==> config.mk <==
export PLATFORM = sky130hd
export DESIGN_NAME = glte_front
export DESIGN_NICKNAME = d
export VERILOG_FILES = /design/src/design/glte_pkg.sv /design/src/design/glte_front.sv
export SDC_FILE = /design/constraint.sdc
export NUM_CORES = 1
export LEC_CHECK = 0
export BUFFER_PORTS_ARGS = -buffer_cell sky130_fd_sc_hd__buf_2
export CELL_PAD_IN_SITES_DETAIL_PLACEMENT = 2
export CELL_PAD_IN_SITES_GLOBAL_PLACEMENT = 2
export CORE_UTILIZATION = 32
export CTS_CLUSTER_DIAMETER = 200
export DETAILED_ROUTE_END_ITERATION = 6
export PLACE_DENSITY = 0.86
export SLEW_MARGIN = 30
export SYNTH_ARGS = -nofsm -noshare
export SYNTH_HDL_FRONTEND = slang
export SYNTH_SLANG_ARGS = --single-unit
==> constraint.sdc <==
create_clock -name clk -period 7.7 [get_ports clk]
set_clock_uncertainty 0.15 [all_clocks]
set_input_delay 0.77 -clock clk [delete_from_list [all_inputs] [get_ports clk]]
set_output_delay 0.77 -clock clk [all_outputs]
set_load 0.1 [all_outputs]
==> src/design/glte_pkg.sv <==
// shared types, constants and helpers of the glyph lookup table engine
package glte_pkg;

  localparam int TABLE_DEPTH = 1024;
  localparam int ADDR_W      = $clog2(TABLE_DEPTH);
  localparam int CNT_W       = $clog2(TABLE_DEPTH + 1);
  localparam int QUEUE_DEPTH = 2;

  localparam int FMT_W   = 3;
  localparam int ECOUNT_W = 11;
  localparam int GLYPH_W = 16;
  localparam int VALUE_W = 16;
  localparam int INDEX_W = 10;
  localparam int CFG_IDX_W  = 2;
  localparam int CFG_DATA_W = 16;

  localparam logic [FMT_W-1:0] FMT_SIMPLE  = 3'd0;
  localparam logic [FMT_W-1:0] FMT_SEG_ONE = 3'd1;
  localparam logic [FMT_W-1:0] FMT_SEG_ARR = 3'd2;
  localparam logic [FMT_W-1:0] FMT_SINGLE  = 3'd3;
  localparam logic [FMT_W-1:0] FMT_TRIMMED = 3'd4;

  localparam logic [CFG_IDX_W-1:0] REG_FORMAT = 2'd0;
  localparam logic [CFG_IDX_W-1:0] REG_COUNT  = 2'd1;
  localparam logic [CFG_IDX_W-1:0] REG_TRIM   = 2'd2;

  typedef struct packed {
    logic                      mode;
    logic [INDEX_W-1:0]        entry_index;
    logic [GLYPH_W-1:0]        key_first;
    logic [GLYPH_W-1:0]        key_last;
    logic signed [VALUE_W-1:0] entry_value;
    logic [GLYPH_W-1:0]        query_glyph;
  } glte_in_t;

  typedef struct packed {
    logic                      found;
    logic signed [VALUE_W-1:0] result_value;
    logic [GLYPH_W-1:0]        segment_first;
    logic                      first_valid;
  } glte_out_t;

  typedef struct packed {
    logic [FMT_W-1:0]    table_format;
    logic [ECOUNT_W-1:0] entry_count;
    logic [GLYPH_W-1:0]  trimmed_first_glyph;
  } glte_cfg_t;

  typedef struct packed {
    logic [GLYPH_W-1:0]        first;
    logic [GLYPH_W-1:0]        last;
    logic signed [VALUE_W-1:0] value;
  } glte_entry_t;

  localparam int ENTRY_W = $bits(glte_entry_t);

  typedef enum logic [1:0] {
    OP_LOAD   = 2'd0,
    OP_DIRECT = 2'd1,
    OP_SEARCH = 2'd2,
    OP_MISS   = 2'd3
  } glte_op_t;

  typedef struct packed {
    glte_op_t           op;
    logic               seg;
    logic               want_first;
    logic [ADDR_W-1:0]  addr;
    logic [CNT_W-1:0]   span;
    logic [GLYPH_W-1:0] glyph;
    glte_entry_t        entry;
  } glte_item_t;

  function automatic logic [CNT_W-1:0] used_count(input logic [ECOUNT_W-1:0] count);
    if (32'(count) > TABLE_DEPTH) begin
      return CNT_W'(TABLE_DEPTH);
    end
    return CNT_W'(count);
  endfunction

endpackage

==> src/design/glte_front.sv <==
// front end: accepts transactions, classifies them and hands them to the queue
module glte_front
  import glte_pkg::*;
(
  input  logic       clk,
  input  logic       rst_n,
  input  glte_cfg_t  cfg,
  input  logic       in_valid,
  output logic       in_ready,
  input  glte_in_t   in_data,
  output logic       q_wr_valid,
  input  logic       q_wr_ready,
  output glte_item_t q_wr_data
);

  logic       hold_valid_r, hold_valid_nxt;
  glte_item_t hold_r, hold_nxt;
  glte_item_t cls;
  logic       keep;
  logic       push;
  logic       accept;
  logic [CNT_W-1:0]   used;
  logic [GLYPH_W-1:0] off;

  assign used = used_count(cfg.entry_count);
  assign off  = in_data.query_glyph - cfg.trimmed_first_glyph;

  always_comb begin
    cls            = '0;
    cls.glyph      = in_data.query_glyph;
    cls.span       = used;
    cls.entry      = '{first: in_data.key_first, last: in_data.key_last,
                       value: in_data.entry_value};
    keep           = 1'b1;
    if (!in_data.mode) begin
      cls.op = OP_LOAD;
      cls.addr = ADDR_W'(in_data.entry_index);
      keep = (32'(in_data.entry_index) < TABLE_DEPTH);
    end else begin
      cls.op = OP_MISS;
      unique case (cfg.table_format) inside
        FMT_SIMPLE: begin
          if (32'(in_data.query_glyph) < 32'(used)) begin
            cls.op   = OP_DIRECT;
            cls.addr = ADDR_W'(in_data.query_glyph);
          end
        end
        FMT_SEG_ONE, FMT_SEG_ARR: begin
          cls.op         = OP_SEARCH;
          cls.seg        = 1'b1;
          cls.want_first = (cfg.table_format == FMT_SEG_ARR);
        end
        FMT_SINGLE: begin
          cls.op = OP_SEARCH;
        end
        FMT_TRIMMED: begin
          if (in_data.query_glyph >= cfg.trimmed_first_glyph &&
              32'(off) < 32'(used)) begin
            cls.op   = OP_DIRECT;
            cls.addr = ADDR_W'(off);
          end
        end
        default: cls.op = OP_MISS;
      endcase
    end
  end

  assign push     = hold_valid_r && q_wr_ready;
  assign in_ready = !hold_valid_r || q_wr_ready;
  assign accept   = in_valid && in_ready;

  always_comb begin
    hold_valid_nxt = (hold_valid_r && !push) || (accept && keep);
    hold_nxt       = accept ? cls : hold_r;
  end

  always_ff @(posedge clk) begin
    if (!rst_n) begin
      hold_valid_r <= 1'b0;
    end else begin
      hold_valid_r <= hold_valid_nxt;
    end
    hold_r <= hold_nxt;
  end

  assign q_wr_valid = hold_valid_r;
  assign q_wr_data  = hold_r;

endmodule

# Yosys cells after proc, flatten, opt, wreduce, memory -nomap -nowiden

Cells that the tools add are included.

Bitwise logic cells: 0
Muxes and demuxes: 11
Divide/modulo/power cells: 0
Equal/unequal tests: 4
Add/subtract/negate cells: 1
Reduce and logical (&&, ||, !) cells: 12
Magnitude comparators: 4
Multiply operators: 0
Shift-type cells: 0

Operators by type and width:

| cell                                                                  | count |
|---|---|
| 16-bit by 11-bit less-than comparator with 1-bit output               | 2 |
| 10-bit 2-to-1 mux                                                     | 3 |
| 11-bit 2-to-1 mux                                                     | 2 |
| 10-bit case mux with 2 select lines                                   | 1 |
| 16-bit greater-or-equal comparator                                    | 1 |
| 16-bit subtractor                                                     | 1 |
| 11-bit > comparator, second input constant                            | 1 |
| 3-bit by 2-bit equality test with 1-bit output, second input constant | 2 |
| 2-bit 2-to-1 mux                                                      | 3 |
| 2-bit case mux with 3 select lines                                    | 1 |
| 1-bit logical AND                                                     | 4 |
| 3-bit by 1-bit equality test with 1-bit output, second input constant | 1 |
| 3-bit equality test, second input constant                            | 1 |
| 3-bit logical NOT                                                     | 1 |
| 3-bit OR reduction                                                    | 1 |
| 1-bit logical NOT                                                     | 2 |
| 1-bit logical OR                                                      | 2 |
| 2-bit AND reduction                                                   | 1 |
| 2-bit OR reduction                                                    | 1 |
| 1-bit 2-to-1 mux                                                      | 1 |

Input bits: 109
Flip-flop bits (word level): 90
Bits in writable memories: 0
Memories: 0
Logic and storage cells: 42
ROM bits: 0
Output and inout port bits: 91
Latch bits: 0

# Logic depth before layout (Yosys ltp)

Depth after elaboration: 8
Gate-level depth with buffers: 17
Depth with buffers taken out: 16

# Least setup slack after synthesis

OpenSTA, ideal clock, no wires.

Path type: input to register
Start point: input port q_wr_ready
End point: register hold_r, in the netlist q_wr_data[0], enable pin
Required time: 7.093 ns
Library setup time: 0.457 ns
Data arrival time: 3.752 ns
Stages on the path: 2
Path slack: 3.341 ns
Path buffers: 0
Path through: nand2b_1 > and2_1

Longest elaborated chain between the ends: 2

Ends and longest elaborated chain:

| element              | RTL line         | source |
|---|---|---|
| start, declared      | glte_front.sv:12 | `input logic q_wr_ready,` |
| 1-bit logical OR     | glte_front.sv:69 | `assign in_ready = !hold_valid_r \|\| q_wr_ready;` |
| 1-bit logical AND    | glte_front.sv:70 | `assign accept = in_valid && in_ready;` |
| via accept           | glte_front.sv:21 | `logic accept;` |
| end signal, assigned | glte_front.sv:83 | `hold_r <= hold_nxt;` |
| end, declared        | glte_front.sv:17 | `glte_item_t hold_r, hold_nxt;` |

The timed path passes the listed nets, and every way through them passes these cells.
A chain may end at the register's enable or synchronous reset.

==> results.py <==
metrics = {
    "global_routing": {
        "track_usage_pct": 24.4,
        "grt_pass1_wl_mm": 25.8,
        "grt_max_degree": 47,
        "antenna_found_initial": 1,
        "grt.overflow.total": 0,
        "first_global_vias": 4171,
    },
    "pwr": {
        "power.total_w": 0.00147,
        "p_sw_w": 0.000542,
        "p_comb_share_pct": 30.3,
        "peakVddDrop_uv": 113,
        "power.leakage_nw": 2.66,
        "swShare_pct": 37.0,
        "p_per_area_nw_per_um2": 245,
        "clock_power_share_pct": 29.9,
        "p_int_w": 0.000924,
        "seqPwrFrac_pct": 39.8,
    },
    "clock_network": {
        "root_buffer": "clkbuf_16",
        "holdBufCountCts": 0,
        "h-tree-depth": 3,
        "clk_path_buf_depth": 2,
        "cts_setup_buffers": 0,
        "path_clk_slew_ns": 0.07,
        "insertion_delay_ns": 0.33,
        "cts.sinks": 90,
        "cts_tree": "done",
        "cts_inserted_buffers": 9,
        "cts_resized": 0,
    },
    "critical_path": {
        "crit_path_max_incr_delay_ns": 0.70,
        "crit_path_end_kind": "flop",
        "cp.arrival_ns": 4.81,
        "cp_max_fo": 11,
        "path_cells": "buf_2 -> inv_1 -> ha_1 -> inv_1 -> fa_1 -> a211oi_2 -> o21ai_0 -> a21boi_0 -> xnor2_1 -> ha_1 -> and2_1 -> o211ai_1 -> o2111ai_1 -> nor4_2 -> nand4_1 -> o41ai_1",
        "crit_path_top_delay_cell": "nand4_1",
        "critical_path_class": "input port to flop",
        "worstPathRequired_ns": 7.65,
        "startpoint_type": "input port",
    },
    "hold_path": {
        "hp-class": "input port to flop",
    },
    "routing": {
        "drtIter0Drc": 160,
        "dr_total_vias": 3749,
        "drc": 0,
        "wl_per_cell_um": 23.5,
        "finalWirelength_mm": 17.3,
        "firstDrtPassIters": 4,
        "route.antenna.remaining_nets": 0,
        "viasPerCell": 5.10,
    },
    "sta": {
        "max_freq_mhz": 206,
        "tightest_slew_ns": 0.835,
        "setup_tns_ns": 0,
        "hold_viol": 0,
        "slew-limit-headroom_pct": 44.2,
        "fin_ws_ns": 2.84,
        "period_share_pct": 63.1,
        "rsz0062_at_grt": "false",
        "slew_viol_final": 0,
        "setup_viol": 0,
        "min_period_ns": 4.86,
    },
    "logic_synthesis": {
        "yosysSeqAreaShare_pct": 59.9,
        "synth_xor_area_share_pct": 2.34,
        "synth_top_family_by_area": "compound AO/OA/AOI/OAI gates",
        "synth_area_leaders": "edfxtp_1, ha_1, inv_1",
        "synth-seq-cells": 90,
        "synth-warning-count": 0,
        "synth_top_area_share_pct": 59.5,
        "synth-simple-area-share_pct": 10.2,
        "synth.net_count": 495,
        "yosysTopAreaCell": "edfxtp_1",
        "synth-compound-area-share_pct": 12.9,
        "synth_cell_types": 48,
        "synth-main-ff-cell": "edfxtp_1",
        "synth_cells": 349,
        "synthMuxAreaShare_pct": 0,
        "synth-edff-count": 89,
        "synth_fa_ha_area_share_pct": 10.5,
        "syn_area_sq_um": 4490,
        "syn_area_per_cell_sq_um": 12.9,
        "synthArstFlopShare_pct": 0,
    },
    "floorplanning": {
        "die_x_um": 120,
        "dieArea_sq_um": 14500,
        "die-height_um": 120,
        "initial_core_util_pct": 33.4,
        "core_area_sq_um": 13500,
        "std_cell_rows": 42,
        "ios": 200,
    },
    "cells_and_area": {
        "syn2layout_area_growth_pct": 33.0,
        "final_area_sq_um": 5980,
        "multi_input_area_sq_um": 1620,
        "ff_latch_area_sq_um": 2690,
        "nets": 698,
        "stdcell_count": 735,
        "fillers": 1429,
        "drive_gt1_share_pct": 41.1,
    },
    "placed_design": {
        "gp_congestion": 0.822,
        "io_buffers": 199,
        "place_hpwl_mm": 13.5,
        "placed_area_sq_um": 5680,
        "place_inst": 717,
        "pre_cts_slack_ns": 2.71,
    },
    "run": {
        "drv_cap": 0,
    },
    "status": {
        "run_status": "finished, final reports clean",
    },
}
## sequential cells by signal, indices dropped and copies added (netlist names)
signal and count:
q_wr_data 89, q_wr_valid 1
## placed cells by master (no fill, tap or decap), drive strengths merged, types with 13 or more instances in the layout
cell and instances:
inv 34, clkbuf 13, nor2b 13, edfxtp 89, nand2 26, ha 36, nor2 13, a21oi 16
buf 201
## synthesized netlist by cell type, types with 4 or more instances
library cell and count:
edfxtp_1 89, ha_1 36, inv_1 34, nand2_1 26
a21oi_1 16, nor2_1 13, nor2b_1 13, a31oi_1 10
nand3_1 10, o21ai_0 9, o31ai_2 8, nor3_1 7
xnor2_1 7, clkbuf_1 5, o211ai_1 5, xor2_1 5
a21o_1 4, nand4_1 4, o21a_1 4
## power by group through the flow
stage	clock network, W	registers, W	logic (W)
2_1_floorplan	0	0.000801	0.000121
3_3_place_gp	0	0.000591	0.000420
3_5_place_dp	0	0.000595	0.000440
4_1_cts	0.000443	0.000585	0.000446
5_1_grt	0.000455	0.000586	0.000467
6_report	0.000438	0.000584	0.000444
## final timing paths
path / end / from / cells past startpoint / slack, ns
max: q_wr_data[75] / in_data[0] / 16 / 2.84
min: q_wr_data[34] / in_data[50] / 1 / 0.45
max reg2reg: q_wr_data[69] / q_wr_valid / 3 / 5.88
min reg2reg: q_wr_valid / q_wr_valid / 2 / 0.46
## worst max-delay path, delay by kind of cell
kind	cells	cell delay, ns
buf+inv	3	0.24
xor+xnor	1	0.19
compound gates	6	1.59
fa+ha+maj	3	0.88
simple gates	3	1.13
## layer usage
metal  vias up  part of all wire (%)  GRT usage, %
met5         -                     0             0
met4         0                   1.5          8.18
met3        17                   6.4          4.67
met2       145                    55          46.4
met1      1870                    38          27.0
li1       1717                     -             -
## area by class of cell
cell class	instances	area share (%)
clock buffer	13	4.02
antenna	2	0.0838
clock inverter	3	0.712
inverter	35	2.20
sequential	90	45.1
timing repair buffer	201	17.1
tap	176	3.69
multi-input combinational	215	27.1
## metrics by stage
stage                     hold WS (ns)  utilization, %
final                            0.453            44.4
after global routing             0.446            44.4
after CTS                        0.446            44.4
after detailed placement         0.421            42.3
after global placement           0.374            42.1
after floorplan                  0.719               -
## logic make-up after synthesis
family | Yosys count
buffers and inverters | 44
adder cells (fa/ha/maj) | 37
flip-flops | 90
XOR/XNOR | 12
AO/OA/AOI/OAI | 77
AND/OR/NAND/NOR | 89
(Power assumes the default switching activity.)
