## src/design/glte_pkg.sv

```systemverilog
// shared types, constants and helpers of the glyph lookup table engine
package glte_pkg;

  localparam int TABLE_DEPTH = 1024;
  localparam int ADDR_W      = $clog2(TABLE_DEPTH);
  localparam int CNT_W       = $clog2(TABLE_DEPTH + 1);
  localparam int QUEUE_DEPTH = 2;

  localparam int FMT_W   = 3;
  localparam int ECOUNT_W = 11;
  localparam int GLYPH_W = 16;
  localparam int VALUE_W = 16;
  localparam int INDEX_W = 10;
  localparam int CFG_IDX_W  = 2;
  localparam int CFG_DATA_W = 16;

  localparam logic [FMT_W-1:0] FMT_SIMPLE  = 3'd0;
  localparam logic [FMT_W-1:0] FMT_SEG_ONE = 3'd1;
  localparam logic [FMT_W-1:0] FMT_SEG_ARR = 3'd2;
  localparam logic [FMT_W-1:0] FMT_SINGLE  = 3'd3;
  localparam logic [FMT_W-1:0] FMT_TRIMMED = 3'd4;

  localparam logic [CFG_IDX_W-1:0] REG_FORMAT = 2'd0;
  localparam logic [CFG_IDX_W-1:0] REG_COUNT  = 2'd1;
  localparam logic [CFG_IDX_W-1:0] REG_TRIM   = 2'd2;

  typedef struct packed {
    logic                      mode;
    logic [INDEX_W-1:0]        entry_index;
    logic [GLYPH_W-1:0]        key_first;
    logic [GLYPH_W-1:0]        key_last;
    logic signed [VALUE_W-1:0] entry_value;
    logic [GLYPH_W-1:0]        query_glyph;
  } glte_in_t;

  typedef struct packed {
    logic                      found;
    logic signed [VALUE_W-1:0] result_value;
    logic [GLYPH_W-1:0]        segment_first;
    logic                      first_valid;
  } glte_out_t;

  typedef struct packed {
    logic [FMT_W-1:0]    table_format;
    logic [ECOUNT_W-1:0] entry_count;
    logic [GLYPH_W-1:0]  trimmed_first_glyph;
  } glte_cfg_t;

  typedef struct packed {
    logic [GLYPH_W-1:0]        first;
    logic [GLYPH_W-1:0]        last;
    logic signed [VALUE_W-1:0] value;
  } glte_entry_t;

  localparam int ENTRY_W = $bits(glte_entry_t);

  typedef enum logic [1:0] {
    OP_LOAD   = 2'd0,
    OP_DIRECT = 2'd1,
    OP_SEARCH = 2'd2,
    OP_MISS   = 2'd3
  } glte_op_t;

  typedef struct packed {
    glte_op_t           op;
    logic               seg;
    logic               want_first;
    logic [ADDR_W-1:0]  addr;
    logic [CNT_W-1:0]   span;
    logic [GLYPH_W-1:0] glyph;
    glte_entry_t        entry;
  } glte_item_t;

  function automatic logic [CNT_W-1:0] used_count(input logic [ECOUNT_W-1:0] count);
    if (32'(count) > TABLE_DEPTH) begin
      return CNT_W'(TABLE_DEPTH);
    end
    return CNT_W'(count);
  endfunction

endpackage

```

## src/design/glte_fifo.sv

```systemverilog
// short queue between the front end and the back end
module glte_fifo
  import glte_pkg::*;
(
  input  logic       clk,
  input  logic       rst_n,
  input  logic       wr_valid,
  output logic       wr_ready,
  input  glte_item_t wr_data,
  output logic       rd_valid,
  input  logic       rd_ready,
  output glte_item_t rd_data
);

  localparam int PTR_W = (QUEUE_DEPTH > 1) ? $clog2(QUEUE_DEPTH) : 1;
  localparam int QCNT_W = $clog2(QUEUE_DEPTH + 1);

  glte_item_t slot_r [QUEUE_DEPTH];
  logic [PTR_W-1:0]  wr_ptr_r, wr_ptr_nxt;
  logic [PTR_W-1:0]  rd_ptr_r, rd_ptr_nxt;
  logic [QCNT_W-1:0] count_r, count_nxt;
  logic do_wr, do_rd;

  assign wr_ready = (32'(count_r) < QUEUE_DEPTH);
  assign rd_valid = (count_r != '0);
  assign rd_data  = slot_r[rd_ptr_r];
  assign do_wr    = wr_valid && wr_ready;
  assign do_rd    = rd_valid && rd_ready;

  always_comb begin
    wr_ptr_nxt = wr_ptr_r;
    rd_ptr_nxt = rd_ptr_r;
    count_nxt  = count_r;
    if (do_wr) begin
      wr_ptr_nxt = (32'(wr_ptr_r) == QUEUE_DEPTH - 1) ? '0 : wr_ptr_r + 1'b1;
    end
    if (do_rd) begin
      rd_ptr_nxt = (32'(rd_ptr_r) == QUEUE_DEPTH - 1) ? '0 : rd_ptr_r + 1'b1;
    end
    if (do_wr && !do_rd) begin
      count_nxt = count_r + 1'b1;
    end else if (do_rd && !do_wr) begin
      count_nxt = count_r - 1'b1;
    end
  end

  always_ff @(posedge clk) begin
    if (!rst_n) begin
      wr_ptr_r <= '0;
      rd_ptr_r <= '0;
      count_r  <= '0;
    end else begin
      wr_ptr_r <= wr_ptr_nxt;
      rd_ptr_r <= rd_ptr_nxt;
      count_r  <= count_nxt;
    end
    if (do_wr) begin
      slot_r[wr_ptr_r] <= wr_data;
    end
  end

endmodule

```

## config.mk

```make
export PLATFORM = sky130hd
export DESIGN_NAME = glte_fifo
export DESIGN_NICKNAME = d
export VERILOG_FILES = /design/src/design/glte_pkg.sv /design/src/design/glte_fifo.sv
export SDC_FILE = /design/constraint.sdc
export NUM_CORES = 1
export LEC_CHECK = 0
export CORE_UTILIZATION = 56
export CTS_BUF_LIST = sky130_fd_sc_hd__clkbuf_4
export CTS_CLUSTER_SIZE = 16
export DETAILED_ROUTE_END_ITERATION = 8
export DONT_BUFFER_PORTS = 1
export PLACE_DENSITY = 0.71
export RECOVER_POWER = 100
export SLEW_MARGIN = 40
export SYNTH_ARGS = -nofsm -noshare
export SYNTH_HDL_FRONTEND = slang
export SYNTH_SLANG_ARGS = --single-unit
export TNS_END_PERCENT = 1
```

## constraint.sdc

```tcl
create_clock -name clk -period 7.05 [get_ports clk]
set_input_delay 0.705 -clock clk [delete_from_list [all_inputs] [get_ports clk]]
set_output_delay 0.705 -clock clk [all_outputs]
set_load 0.01 [all_outputs]
```

After elaboration in Yosys (flattened, before gate mapping)
Memory sizes are Yosys's and may differ from the RTL's. A register that Yosys moved wholly into a read port is not among the register bits.
Index checks and enable logic that the tools add are counted.
{ "word_totals": {"memories": 1, "input_bits": 93, "ff_bits": 4, "output_inout_bits": 91, "ramBits": 178} }
{ "classes": {"magnitude_cmp": 1, "n_mux": 8, "addsub": 4, "reduce_logical": 8} }
{ "mem_list": {"columns": ["name", "depth", "width", "rd", "rd_clocked_by_memory_dff", "write_ports", "line", "text"], "rows": [
  ["slot_r", 2, 89, 1, 1, 1, "glte_fifo.sv:18", "glte_item_t slot_r [QUEUE_DEPTH];"]
]} }
{ "op_table": {"columns": ["op", "n"], "rows": [
  ["1-bit 2-to-1 mux", 6],
  ["1-bit logical AND", 4],
  ["2-bit 2-to-1 mux", 2],
  ["2-bit nonzero test", 2],
  ["1-bit adder (second input constant)", 2],
  ["2-bit by 1-bit adder with 2-bit output (second input constant)", 1],
  ["1-bit zero test", 2],
  ["2-bit less-than comparator (second input constant)", 1],
  ["2-bit by 1-bit subtractor with 2-bit output (second input constant)", 1]
]} }

Logic depth before layout (Yosys ltp)
Gate-level depths: netlist (run 1).
{ "logic_depth": {"ltp_word": 6, "depth_mapped": 5} }

Worst setup path before layout (run 1)
OpenSTA, ideal clock, no wires.
{ "synth_timing": {"path_type": "input-to-reg", "startpoint": "input wr_valid", "endpoint": "memory slot_r[1][0] (netlist name) (enable)", "setup_slack_ns": 3.572, "n_path_buf": 0, "stages": 2, "arrival_time_ns": 3.021, "cell_sequence": "nor2b_1 -> and2_1"} }
{ "synth_between": {"elab_chain_cells": 3} }
{ "synth_lines": {"columns": ["element", "line", "text"], "rows": [
  ["from (decl)", "glte_fifo.sv:7", "input logic wr_valid,"],
  ["1-bit logical AND", "glte_fifo.sv:27", "assign do_wr = wr_valid && wr_ready;"],
  ["1-bit 2-to-1 mux", "glte_fifo.sv:57", "if (do_wr) begin"],
  ["1-bit 2-to-1 mux (implied by the code)", "glte_fifo.sv:58", "slot_r[wr_ptr_r] <= wr_data;"],
  ["to (decl)", "glte_fifo.sv:18", null]
]} }
No other way between the ends.

Worst setup path after layout (run 1)
{ "layout_timing": {"startpoint": "register count_r[1]", "endpoint": "memory slot_r[0][8] (netlist name) (enable)"} }
{ "layout_between": {"elab_chain_cells": 4} }
{ "layout_lines": {"columns": ["element", "line", "text"], "rows": [
  ["from (decl)", "glte_fifo.sv:21", "logic [QCNT_W-1:0] count_r, count_nxt;"],
  ["from (signal assigned)", "glte_fifo.sv:55", "count_r <= count_nxt;"],
  ["2-bit less-than comparator", "glte_fifo.sv:24", "assign wr_ready = (32'(count_r) < QUEUE_DEPTH);"],
  ["1-bit logical AND", "glte_fifo.sv:27", null],
  ["net do_wr", "glte_fifo.sv:22", "logic do_wr, do_rd;"],
  ["1-bit 2-to-1 mux", "glte_fifo.sv:57", null],
  ["1-bit 2-to-1 mux (implied by the code)", "glte_fifo.sv:58", null]
]} }
The timed path passes the listed nets, and every way through them passes these cells.

==> impl_metrics.sql, run 1 <==
INSERT INTO impl_metrics (metric_group, metric, value, unit) VALUES
('run_status', 'status', 'complete, but fails checks', ''),
('run_status', 'violations_in_the_final_reports', 'design-rule violations, max-capacitance violations, max-slew violations', ''),
('synthesis', 'synthesis.nets', '394', ''),
('timing', 'timing.final.crit_period', '4510', 'ps'),
('floorplanning', 'floorplan.die.height', '111', 'um'),
('power', 'switchingPower', '703', 'uW'),
('finish', 'layout.cells.most_common', 'edfxtp_1', ''),
('floorplanning', 'io_pins', '184', ''),
('timing', 'timing.final.max_slew_violations', '180', ''),
('placement', 'numPortBuffers', '0', ''),
('clock_network', 'tritoncts', 'yes', ''),
('floorplanning', 'rows', '39', ''),
('setup_path', 'critical_path.cell_chain', 'nor2b_1, and2b_1, clkbuf_1', ''),
('finish', 'final_cell_mix', '178 x edfxtp_1, 87 x mux2_1, 17 x clkbuf_4', ''),
('synthesis', 'ys.warnings.count', '0', ''),
('routing', 'detail_route.first_pass.iterations', '6', ''),
('floorplanning', 'start_util', '58.0', '%'),
('synthesis', 'yosys.area_share.simple', '0.862', '%'),
('synthesis', 'number_of_instances_in_the_synthesized_netlist', '300', ''),
('clock_network', 'cts.repair_timing.setup_buffer_count', '0', ''),
('power', 'power_report.internal_total', '1.74', 'mW'),
('clock_network', 'cts_hold_buf', '0', ''),
('min_path', 'hold_crit_start', 'wr_data[63]', ''),
('setup_path', 'critPathKind', 'register to register', ''),
('finish', 'layout.area.seq', '5450', 'um^2'),
('synthesis', 'post_synth_fa_ha_maj_area_fraction', '0.187', '%'),
('power', 'pwr_density_cell', '347', 'nW/um^2'),
('timing', 'setup-violations-final', '0', ''),
('synthesis', 'synth.lib_cells_used.distinct', '19', ''),
('synthesis', 'synth_largest_area_cell', 'edfxtp_1', ''),
('clock_network', 'cts.repair.resized', '0', ''),
('global_routing', 'global_route.overflow_total', '0', ''),
('setup_path', 'worst_case_register_to_register_setup_slack', '2540', 'ps'),
('setup_path', 'worst-path-max-fanout', '48', ''),
('finish', 'n_fill_cell', '815', ''),
('min_path', 'timing.hold.worst_path_depth', '0', ''),
('synthesis', 'seq_area_frac_synth', '81.5', '%'),
('setup_path', 'regToRegStartpoint', 'count_r[1]', ''),
('timing', 'max_slew.worst_pin.slew', '2930', 'ps'),
('power', 'power.leakage', '2.26', 'nW'),
('clock_network', 'clock-sinks', '183', ''),
('timing', 'rsz0062_at_grt', 'no', ''),
('setup_path', 'cp.required', '7170', 'ps'),
('min_path', 'worst_min_delay_path_category', 'primary input to register', ''),
('global_routing', 'vias_in_the_first_global_route', '2685', ''),
('power', 'finalPower', '2.45', 'mW'),
('power', 'combinationalPowerShare', '18.7', '%'),
('timing', 'max_freq', '222', 'MHz'),
('floorplanning', 'die_w', '111', 'um'),
('synthesis', 'synthTopCellsByArea', 'edfxtp_1 80%, mux2_2 13%, mux2_4 2.2%', ''),
('power', 'power.clock.fraction', '22.5', '%'),
('floorplanning', 'die_area', '12400', 'um^2'),
('run', 'max_cap_violations', '4', ''),
('setup_path', 'kind_of_start_point_of_the_critical_path', 'register', ''),
('routing', 'avgRoutedWirePerCell', '21.6', 'um'),
('routing', 'post-route-drc-count', '26', ''),
('routing', 'routed_via_density', '5.66', ''),
('finish', 'layout.core_utilization', '61.3', '%'),
('synthesis', 'synth_top_cell_area_share', '80.0', '%'),
('power', 'pwr-share-seq', '58.8', '%'),
('setup_path', 'arrival', '4620', 'ps'),
('timing', 'period_share', '63.9', '%'),
('setup_path', 'critical-path-top-delay-family', 'buffers and inverters', ''),
('finish', 'insertedDiodeCount', '0', ''),
('routing', 'final_antenna_net_count', '0', ''),
('clock_network', 'clock_tree.root_cell', 'clkbuf_4', ''),
('setup_path', 'crit-reg2reg-capture', 'slot_r[0][8]', ''),
('setup_path', 'rr_worst_depth', '3', ''),
('power', 'power.ir.vdd_worst', '0.247', 'mV'),
('routing', 'dr.first_iter.drc_count', '182', ''),
('synthesis', 'synth-xor-area-share', '0.393', '%');
[area by class of cell]
cell class / instances / share of cell area, %
Clock inverter: 15 / 2.22
Sequential cell: 183 / 77.1
Inverter: 1 / 0.0532
Timing Repair Buffer: 3 / 0.266
Tap cell: 143 / 2.54
Clock buffer: 17 / 1.81
Multi-Input combinational cell: 106 / 16.0
[power by group through the flow]
stage / combinational [mW] / clock [mW] / sequential (mW)
2_1_floorplan: 0.481 / 0 / 1.43
3_3_place_gp: 0.530 / 0 / 1.45
3_5_place_dp: 0.532 / 0 / 1.46
4_1_cts: 0.535 / 0.570 / 1.44
5_1_grt: 0.493 / 0.608 / 1.46
6_report: 0.457 / 0.550 / 1.44
[worst max-delay path by stage]
stage / start / to / slack [ps] / cells after the start
floorplan: wr_valid / slot_r[1][0] / 3570 / 2
global placement: wr_valid / slot_r[0][56] / 4370 / 3
detailed placement: wr_valid / slot_r[0][56] / 4320 / 3
CTS: register / rd_data[74] / 3810 / 2
global route: count_r[1] / slot_r[0][14] / 2080 / 3
finish: count_r[1] / slot_r[0][8] / 2540 / 3
[state kept, by name, summed over array words and instances, names as in the netlist, named ones only]
name,flops
wr_ptr_r,1
count_r,2
rd_ptr_r,1
slot_r,178
[cells in the mapped netlist]
| cell type | count |
|---|---|
| mux2_4 | 10 |
| dfxtp_1 | 5 |
| inv_1 | 1 |
| and2_1 | 4 |
| o21ai_1 | 1 |
| xnor2_1 | 2 |
| a21boi_1 | 1 |
| or2_2 | 1 |
| nor2b_1 | 2 |
| o21ai_0 | 1 |
| ha_1 | 1 |
| buf_2 | 7 |
| xor2_1 | 1 |
| and2b_1 | 1 |
| or3_1 | 1 |
| edfxtp_1 | 178 |
| buf_6 | 3 |
| o21a_1 | 1 |
| mux2_2 | 79 |
[routing by layer]
| layer | track usage, % | wire length, um |
|---|---|---|
| met1 | 17.5 | 3700 |
| met2 | 27.0 | 5140 |
| met3 | 9.73 | 1160 |
| met4 | 7.84 | 85 |
| met5 | 0 | 0 |
[cells by family after synthesis]
group | Yosys count
flops | 183
mux | 89
buf+inv | 11
simple gates | 9
compound gates | 4
xor+xnor | 3
fa+ha+maj | 1
[stage by stage]
stage	instances	hold slack, ps	cell area, um^2
detailed placement	436	536	6820
global route	468	163	7060
global placement	436	520	6820
finish	468	244	7060
floorplan	300	491	6680
CTS	468	182	7100
(Power assumes the default switching activity.)
==> run 2: changes to the inputs <==
ABC_AREA = 1   (was default)
PLACE_DENSITY = 0.74   (was 0.71)
clock period = 3.9 ns   (was 7.05 ns; I/O delays follow)
==> impl_metrics.sql, run 2 <==
INSERT INTO impl_metrics (metric_group, metric, value, unit) VALUES
('global_routing', 'grt.total_usage', '19.5', '%'),
('placement', 'placed_cells', '451', ''),
('setup_path', 'worst-path-max-fanout', '35', ''),
('timing', 'finalClockSkew', '12.6', 'ps'),
('floorplanning', 'start_util', '58.1', '%'),
('floorplanning', 'rows', '39', ''),
('setup_path', 'arrival', '2570', 'ps'),
('min_path', 'worst_min_delay_path_category', 'primary input to register', ''),
('timing', 'max_slew_headroom', '-49.6', '%'),
('finish', 'insertedDiodeCount', '0', ''),
('routing', 'avgRoutedWirePerCell', '20.2', 'um'),
('timing', 'timing.final.hold_violations', '0', ''),
('setup_path', 'critical-path-top-delay-family', 'buffers and inverters', ''),
('global_routing', 'grt_start_max_net_pins', '81', ''),
('finish', 'largest_register', 'slot_r', ''),
('setup_path', 'critPathKind', 'register to primary output', ''),
('synthesis', 'ys.warnings.count', '0', ''),
('run', 'max_cap_violations', '1', ''),
('clock_network', 'clock_tree.root_cell', 'clkbuf_4', ''),
('timing', 'rsz0062_at_grt', 'no', ''),
('min_path', 'timing.hold.worst_path_depth', '2', ''),
('finish', 'layout.area.seq', '5450', 'um^2'),
('timing', 'max_freq', '338', 'MHz'),
('routing', 'dr.first_iter.drc_count', '224', ''),
('setup_path', 'critical_path.cell_chain', 'buf_12, clkbuf_1, mux2_1', ''),
('clock_network', 'htree_num_levels', '4', ''),
('power', 'power.leakage', '2.66', 'nW'),
('run_status', 'violations_in_the_final_reports', 'design-rule violations, max-capacitance violations, max-slew violations', ''),
('clock_network', 'cts_max_path_buffers', '2', ''),
('finish', 'stdcell_count', '573', ''),
('setup_path', 'worstPathBufferInverterCount', '2', ''),
('finish', 'finalNetCount', '511', ''),
('placement', 'hpwl', '6720', 'um'),
('routing', 'totalWireLength', '11600', 'um'),
('placement', 'cell_area_placed', '6890', 'um^2'),
('clock_network', 'clk_transition_reported_paths', '130', 'ps'),
('clock_network', 'clk-insertion-delay-late', '540', 'ps'),
('synthesis', 'syn_avg_cell_area', '21.4', 'um^2'),
('power', 'power.ir.vdd_worst', '0.344', 'mV'),
('routing', 'routed_via_density', '5.50', ''),
('timing', 'worst_slack', '942', 'ps'),
('timing', 'period_share', '75.8', '%'),
('synthesis', 'synth_largest_area_cell', 'edfxtp_1', ''),
('floorplanning', 'die_w', '111', 'um'),
('setup_path', 'cp.required', '3510', 'ps'),
('setup_path', 'timing.critical_path.slowest_stage_cell', 'clkbuf_1', ''),
('finish', 'multiInputGateArea', '1120', 'um^2'),
('synthesis', 'synth.top_cells.by_count', '178 x edfxtp_1, 79 x mux2_2, 10 x mux2_4', ''),
('power', 'pwr_density_cell', '562', 'nW/um^2'),
('finish', 'largest_register_ff_count', '178', ''),
('placement', 'numPortBuffers', '0', ''),
('routing', 'final_antenna_net_count', '0', ''),
('synthesis', 'synth_async_sr_flop_share', '0', '%'),
('floorplanning', 'io_pins', '184', ''),
('global_routing', 'global_route.overflow_total', '0', ''),
('finish', 'design_area_final', '7960', 'um^2'),
('finish', 'layout.cells.most_common', 'edfxtp_1', ''),
('placement', 'place_congestion', '0.717', ''),
('setup_path', 'rr_worst_depth', '4', ''),
('synthesis', 'synth_top_flop_cell', 'edfxtp_1', ''),
('synthesis', 'synthTopCellsByArea', 'edfxtp_1 80%, mux2_2 13%, mux2_4 2.2%', ''),
('setup_path', 'crit_path_max_incr_delay', '650', 'ps'),
('finish', 'drive_above_1_share', '8.84', '%'),
('timing', 'setup-violations-final', '0', ''),
('synthesis', 'post_synth_instance_area', '6690', 'um^2'),
('synthesis', 'synth_enable_flop_cells', '178', ''),
('synthesis', 'library_cell_with_the_highest_instance_count_after_synthesis', 'edfxtp_1', ''),
('finish', 'n_fill_cell', '748', ''),
('placement', 'dp_worst_setup_slack', '1920', 'ps'),
('clock_network', 'cts_inserted_buffers', '17', ''),
('floorplanning', 'floorplan.core_area', '11500', 'um^2'),
('run_status', 'status', 'complete, but fails checks', ''),
('floorplanning', 'floorplan.die.height', '111', 'um'),
('routing', 'dr_total_vias', '3149', ''),
('timing', 'max_slew.worst_pin.slew', '2240', 'ps'),
('timing', 'timing.final.crit_period', '2960', 'ps'),
('routing', 'detail_route.first_pass.iterations', '6', ''),
('finish', 'largest_registers', 'slot_r x178, count_r x2', ''),
('synthesis', 'synth.lib_cells_used.distinct', '15', ''),
('routing', 'post-route-drc-count', '26', ''),
('floorplanning', 'die_area', '12400', 'um^2'),
('timing', 'timing.final.max_slew_violations', '41', ''),
('finish', 'area_growth_from_synthesis_to_layout', '19.0', '%'),
('synthesis', 'synthesis.nets', '406', ''),
('synthesis', 'yosys_register_bits', '183', ''),
('global_routing', 'global_route_wire_length_before_repair', '17600', 'um'),
('setup_path', 'capturing_element_type_of_the_critical_path', 'primary output', ''),
('synthesis', 'seq_area_frac_synth', '81.4', '%'),
('setup_path', 'cell_count_along_the_critical_path', '3', ''),
('clock_network', 'clock-sinks', '183', ''),
('finish', 'final_cell_mix', '178 x edfxtp_1, 90 x dlygate4sd3_1, 85 x mux2_1', ''),
('setup_path', 'kind_of_start_point_of_the_critical_path', 'register', ''),
('timing', 'fin_tns_setup', '0', 'ps'),
('clock_network', 'tritoncts', 'yes', ''),
('synthesis', 'number_of_instances_in_the_synthesized_netlist', '312', ''),
('global_routing', 'antenna_violations_before_repair', '0', ''),
('global_routing', 'vias_in_the_first_global_route', '3430', ''),
('synthesis', 'synth_top_cell_area_share', '79.9', '%');
-- run 2: cells by family after synthesis --
logic type	after synthesis	share of synthesized area, %
AND/OR/NAND/NOR	16	0.954
flip-flops	183	81.4
multiplexers	89	15.5
buffers and inverters	18	1.48
AO/OA/AOI/OAI	5	0.412
adder cells (fa/ha/maj)	1	0.187
-- run 2: path summary, 6_finish.rpt --
kind	start	end	slack (ps)
setup reg to reg	count_r[1]	slot_r[0][5]	1010
hold / removal	wr_valid	wr_ptr_r	170
hold reg to reg	rd_ptr_r	register	550
setup / recovery	register	rd_data[28]	940
-- run 2: power by group --
group / switching [mW] / internal [mW] / leakage (nW) / total [mW]
logic: 0.622 / 0.325 / 0.834 / 0.947
clock network: 0.562 / 0.333 / 0.132 / 0.895
registers: 0.105 / 2.53 / 1.70 / 2.63
-- run 2: per-stage QoR --
step | util [%] | hold slack (ps) | total power, mW
5_1_grt | 69.1 | 102 | 4.68
2_1_floorplan | - | 459 | 3.48
6_report | 69.1 | 169 | 4.47
3_3_place_gp | 59.6 | 480 | 3.60
4_1_cts | 69.7 | 140 | 4.63
3_5_place_dp | 59.8 | 489 | 3.65
-- run 2: what timing repair did --
item,CTS,global route
hold buffers,90,0
endpoints found under the hold margin,183,0
resized for setup,0,0
setup buffers,0,0
-- run 2: area by class of cell --
cell class              count  area share [%]
flip-flops and latches    183            68.4
multi-input cells         111            14.0
repair buffers             96            11.9
well taps                 143            2.25
clock buffers              21            1.98
clock inverters            11            1.05
inverters                   8           0.377
-- run 2: metal layers --
| metal | vias up | global-route usage (%) | wire, um |
|---|---|---|---|
| met5 | - | 0 | 0 |
| met2 | 146 | 34.0 | 6010 |
| met1 | 1550 | 20.1 | 4230 |
| li1 | 1430 | - | - |
| met3 | 23 | 8.64 | 1090 |
| met4 | 0 | 8.83 | 255 |
==> run 3: changes to the inputs <==
ABC_AREA = 0   (was 1)
clock period = 2.5 ns   (was 3.9 ns; I/O delays follow)
==> impl_metrics.sql, run 3 (synthesized netlist as in run 1, its figures left out) <==
INSERT INTO impl_metrics (metric_group, metric, value, unit) VALUES
('run_status', 'status', 'complete, but fails checks', ''),
('run_status', 'violations_in_the_final_reports', 'design-rule violations', ''),
('timing', 'timing.final.hold_violations', '0', ''),
('clock_network', 'clk-insertion-delay-late', '560', 'ps'),
('clock_network', 'clk_transition_reported_paths', '120', 'ps'),
('clock_network', 'cts_max_path_buffers', '2', ''),
('finish', 'largest_register', 'slot_r', ''),
('setup_path', 'worstPathBufferInverterCount', '1', ''),
('setup_path', 'regToRegStartpoint', 'count_r[1]', ''),
('clock_network', 'cts.repair_timing.setup_buffer_count', '0', ''),
('min_path', 'timing.hold.worst_path_depth', '3', ''),
('timing', 'rsz0062_at_grt', 'no', ''),
('placement', 'hpwl', '6670', 'um'),
('clock_network', 'tritoncts', 'yes', ''),
('finish', 'area_growth_from_synthesis_to_layout', '19.6', '%'),
('setup_path', 'cp.required', '2250', 'ps'),
('timing', 'period_share', '89.8', '%'),
('routing', 'final_antenna_net_count', '0', ''),
('setup_path', 'kind_of_start_point_of_the_critical_path', 'register', ''),
('clock_network', 'clock_tree.root_cell', 'clkbuf_4', ''),
('setup_path', 'cell_count_along_the_critical_path', '2', ''),
('power', 'power.leakage', '2.66', 'nW'),
('setup_path', 'critical-path-top-delay-family', 'flip-flops', ''),
('floorplanning', 'die_area', '12400', 'um^2'),
('placement', 'placed_cells', '439', ''),
('clock_network', 'htree_num_levels', '4', ''),
('routing', 'totalWireLength', '11400', 'um'),
('setup_path', 'worst-path-max-fanout', '33', ''),
('finish', 'insertedDiodeCount', '0', ''),
('finish', 'stdcell_count', '560', ''),
('setup_path', 'rr_worst_depth', '3', ''),
('power', 'pwr_density_cell', '882', 'nW/um^2'),
('setup_path', 'arrival', '2000', 'ps'),
('floorplanning', 'floorplan.die.height', '111', 'um'),
('timing', 'finalClockSkew', '13.6', 'ps'),
('floorplanning', 'io_pins', '184', ''),
('clock_network', 'cts.repair.resized', '0', ''),
('setup_path', 'capturing_element_type_of_the_critical_path', 'primary output', ''),
('clock_network', 'cts_inserted_buffers', '17', ''),
('routing', 'dr_total_vias', '3067', ''),
('placement', 'place_congestion', '0.685', ''),
('finish', 'finalNetCount', '499', ''),
('setup_path', 'crit-reg2reg-capture', 'slot_r[0][48]', ''),
('routing', 'routed_via_density', '5.48', ''),
('clock_network', 'cts_hold_buf', '90', ''),
('placement', 'dp_worst_setup_slack', '684', 'ps'),
('floorplanning', 'start_util', '58.0', '%'),
('timing', 'max_freq', '445', 'MHz'),
('setup_path', 'critPathKind', 'register to primary output', ''),
('floorplanning', 'die_w', '111', 'um'),
('global_routing', 'vias_in_the_first_global_route', '3312', ''),
('timing', 'worst_slack', '255', 'ps'),
('finish', 'drive_above_1_share', '10.3', '%'),
('setup_path', 'crit_path_max_incr_delay', '670', 'ps'),
('global_routing', 'grt_start_max_net_pins', '49', ''),
('power', 'power.ir.vdd_worst', '0.715', 'mV'),
('min_path', 'worst_min_delay_path_category', 'primary input to register', ''),
('routing', 'detail_route.first_pass.iterations', '6', ''),
('setup_path', 'critical_path.cell_chain', 'buf_4, mux2_1', ''),
('run', 'max_cap_violations', '0', ''),
('setup_path', 'timing.critical_path.slowest_stage_cell', 'dfxtp_4', ''),
('timing', 'timing.final.max_slew_violations', '0', ''),
('finish', 'final_cell_mix', '178 x edfxtp_1, 90 x dlygate4sd3_1, 86 x mux2_1', ''),
('floorplanning', 'rows', '39', ''),
('routing', 'avgRoutedWirePerCell', '20.3', 'um'),
('routing', 'dr.first_iter.drc_count', '194', ''),
('clock_network', 'clock-sinks', '183', ''),
('global_routing', 'global_route.overflow_total', '0', ''),
('finish', 'n_fill_cell', '755', ''),
('timing', 'max_slew_headroom', '53.9', '%'),
('timing', 'setup-violations-final', '0', ''),
('min_path', 'hold_crit_start', 'rd_ready', ''),
('timing', 'timing.final.crit_period', '2250', 'ps'),
('global_routing', 'grt.total_usage', '19.3', '%'),
('global_routing', 'antenna_violations_before_repair', '0', ''),
('finish', 'largest_register_ff_count', '178', ''),
('setup_path', 'worst_case_register_to_register_setup_slack', '310', 'ps'),
('floorplanning', 'floorplan.core_area', '11500', 'um^2'),
('finish', 'layout.cells.most_common', 'edfxtp_1', ''),
('routing', 'post-route-drc-count', '28', ''),
('global_routing', 'global_route_wire_length_before_repair', '17400', 'um'),
('finish', 'largest_registers', 'slot_r x178, count_r x2', ''),
('placement', 'numPortBuffers', '0', ''),
('timing', 'max_slew.worst_pin.slew', '691', 'ps');
[run 3: cell count changes in the layout (fill, tap and decap cells not counted), moves of 3 or more]
cell	before	now
clkbuf_1	3	0
nand2_1	8	0
inv_1	8	1
nor2_1	5	0
[run 3: worst reg2reg max path: stages (launching register included)]
cell and delay (ps):
dfxtp_1 370, nor2b_1 300, and2b_4 470, clkbuf_4 680
[run 3: per-stage QoR]
| stage | instance area, um^2 | hold WS, ps | TNS, ps | utilization, % | power, mW |
|---|---|---|---|---|---|
| 2_1_floorplan | 6680 | 349 | -40950 | - | 5.38 |
| 3_3_place_gp | 6880 | 349 | 0 | 59.7 | 5.63 |
| 3_5_place_dp | 6880 | 349 | 0 | 59.7 | 5.67 |
| 4_1_cts | 8050 | 31.7 | 0 | 69.9 | 7.30 |
| 5_1_grt | 7990 | 52.4 | 0 | 69.3 | 7.34 |
| 6_report | 7990 | 79.8 | 0 | 69.3 | 7.04 |
[run 3: routing by layer]
metal	GRT usage, %	part of all wire (%)	vias up
li1	-	-	1396
met1	20.4	37	1527
met2	32.8	51	127
met3	8.86	9.5	17
met4	8.83	2.0	0
met5	0	0	-
[run 3: report_power, final]
part           leakage, nW  switching, mW  total [mW]  internal, mW
logic                0.816          0.919        1.48         0.565
clock network        0.143          0.907        1.53         0.621
registers             1.70          0.171        4.03          3.86
[run 3: worst max-delay path by stage]
stage / endpoint / slack (ps)
3_5_place_dp: slot_r[0][11] / 680
5_1_grt: rd_data[57] / 130
4_1_cts: rd_data[2] / 170
6_report: rd_data[57] / 250
3_3_place_gp: slot_r[0][75] / 720
2_1_floorplan: slot_r[0][0] / -460
[run 3: cell type report]
class / instances / area (um^2) / share of cell area (%)
Sequential cell: 183 / 5450 / 68.2
Multi-Input combinational cell: 106 / 1140 / 14.2
Timing Repair Buffer: 96 / 953 / 11.9
Tap cell: 143 / 179 / 2.24
Clock buffer: 21 / 158 / 1.97
Clock inverter: 10 / 106 / 1.33
Inverter: 1 / 3.75 / 0.0470
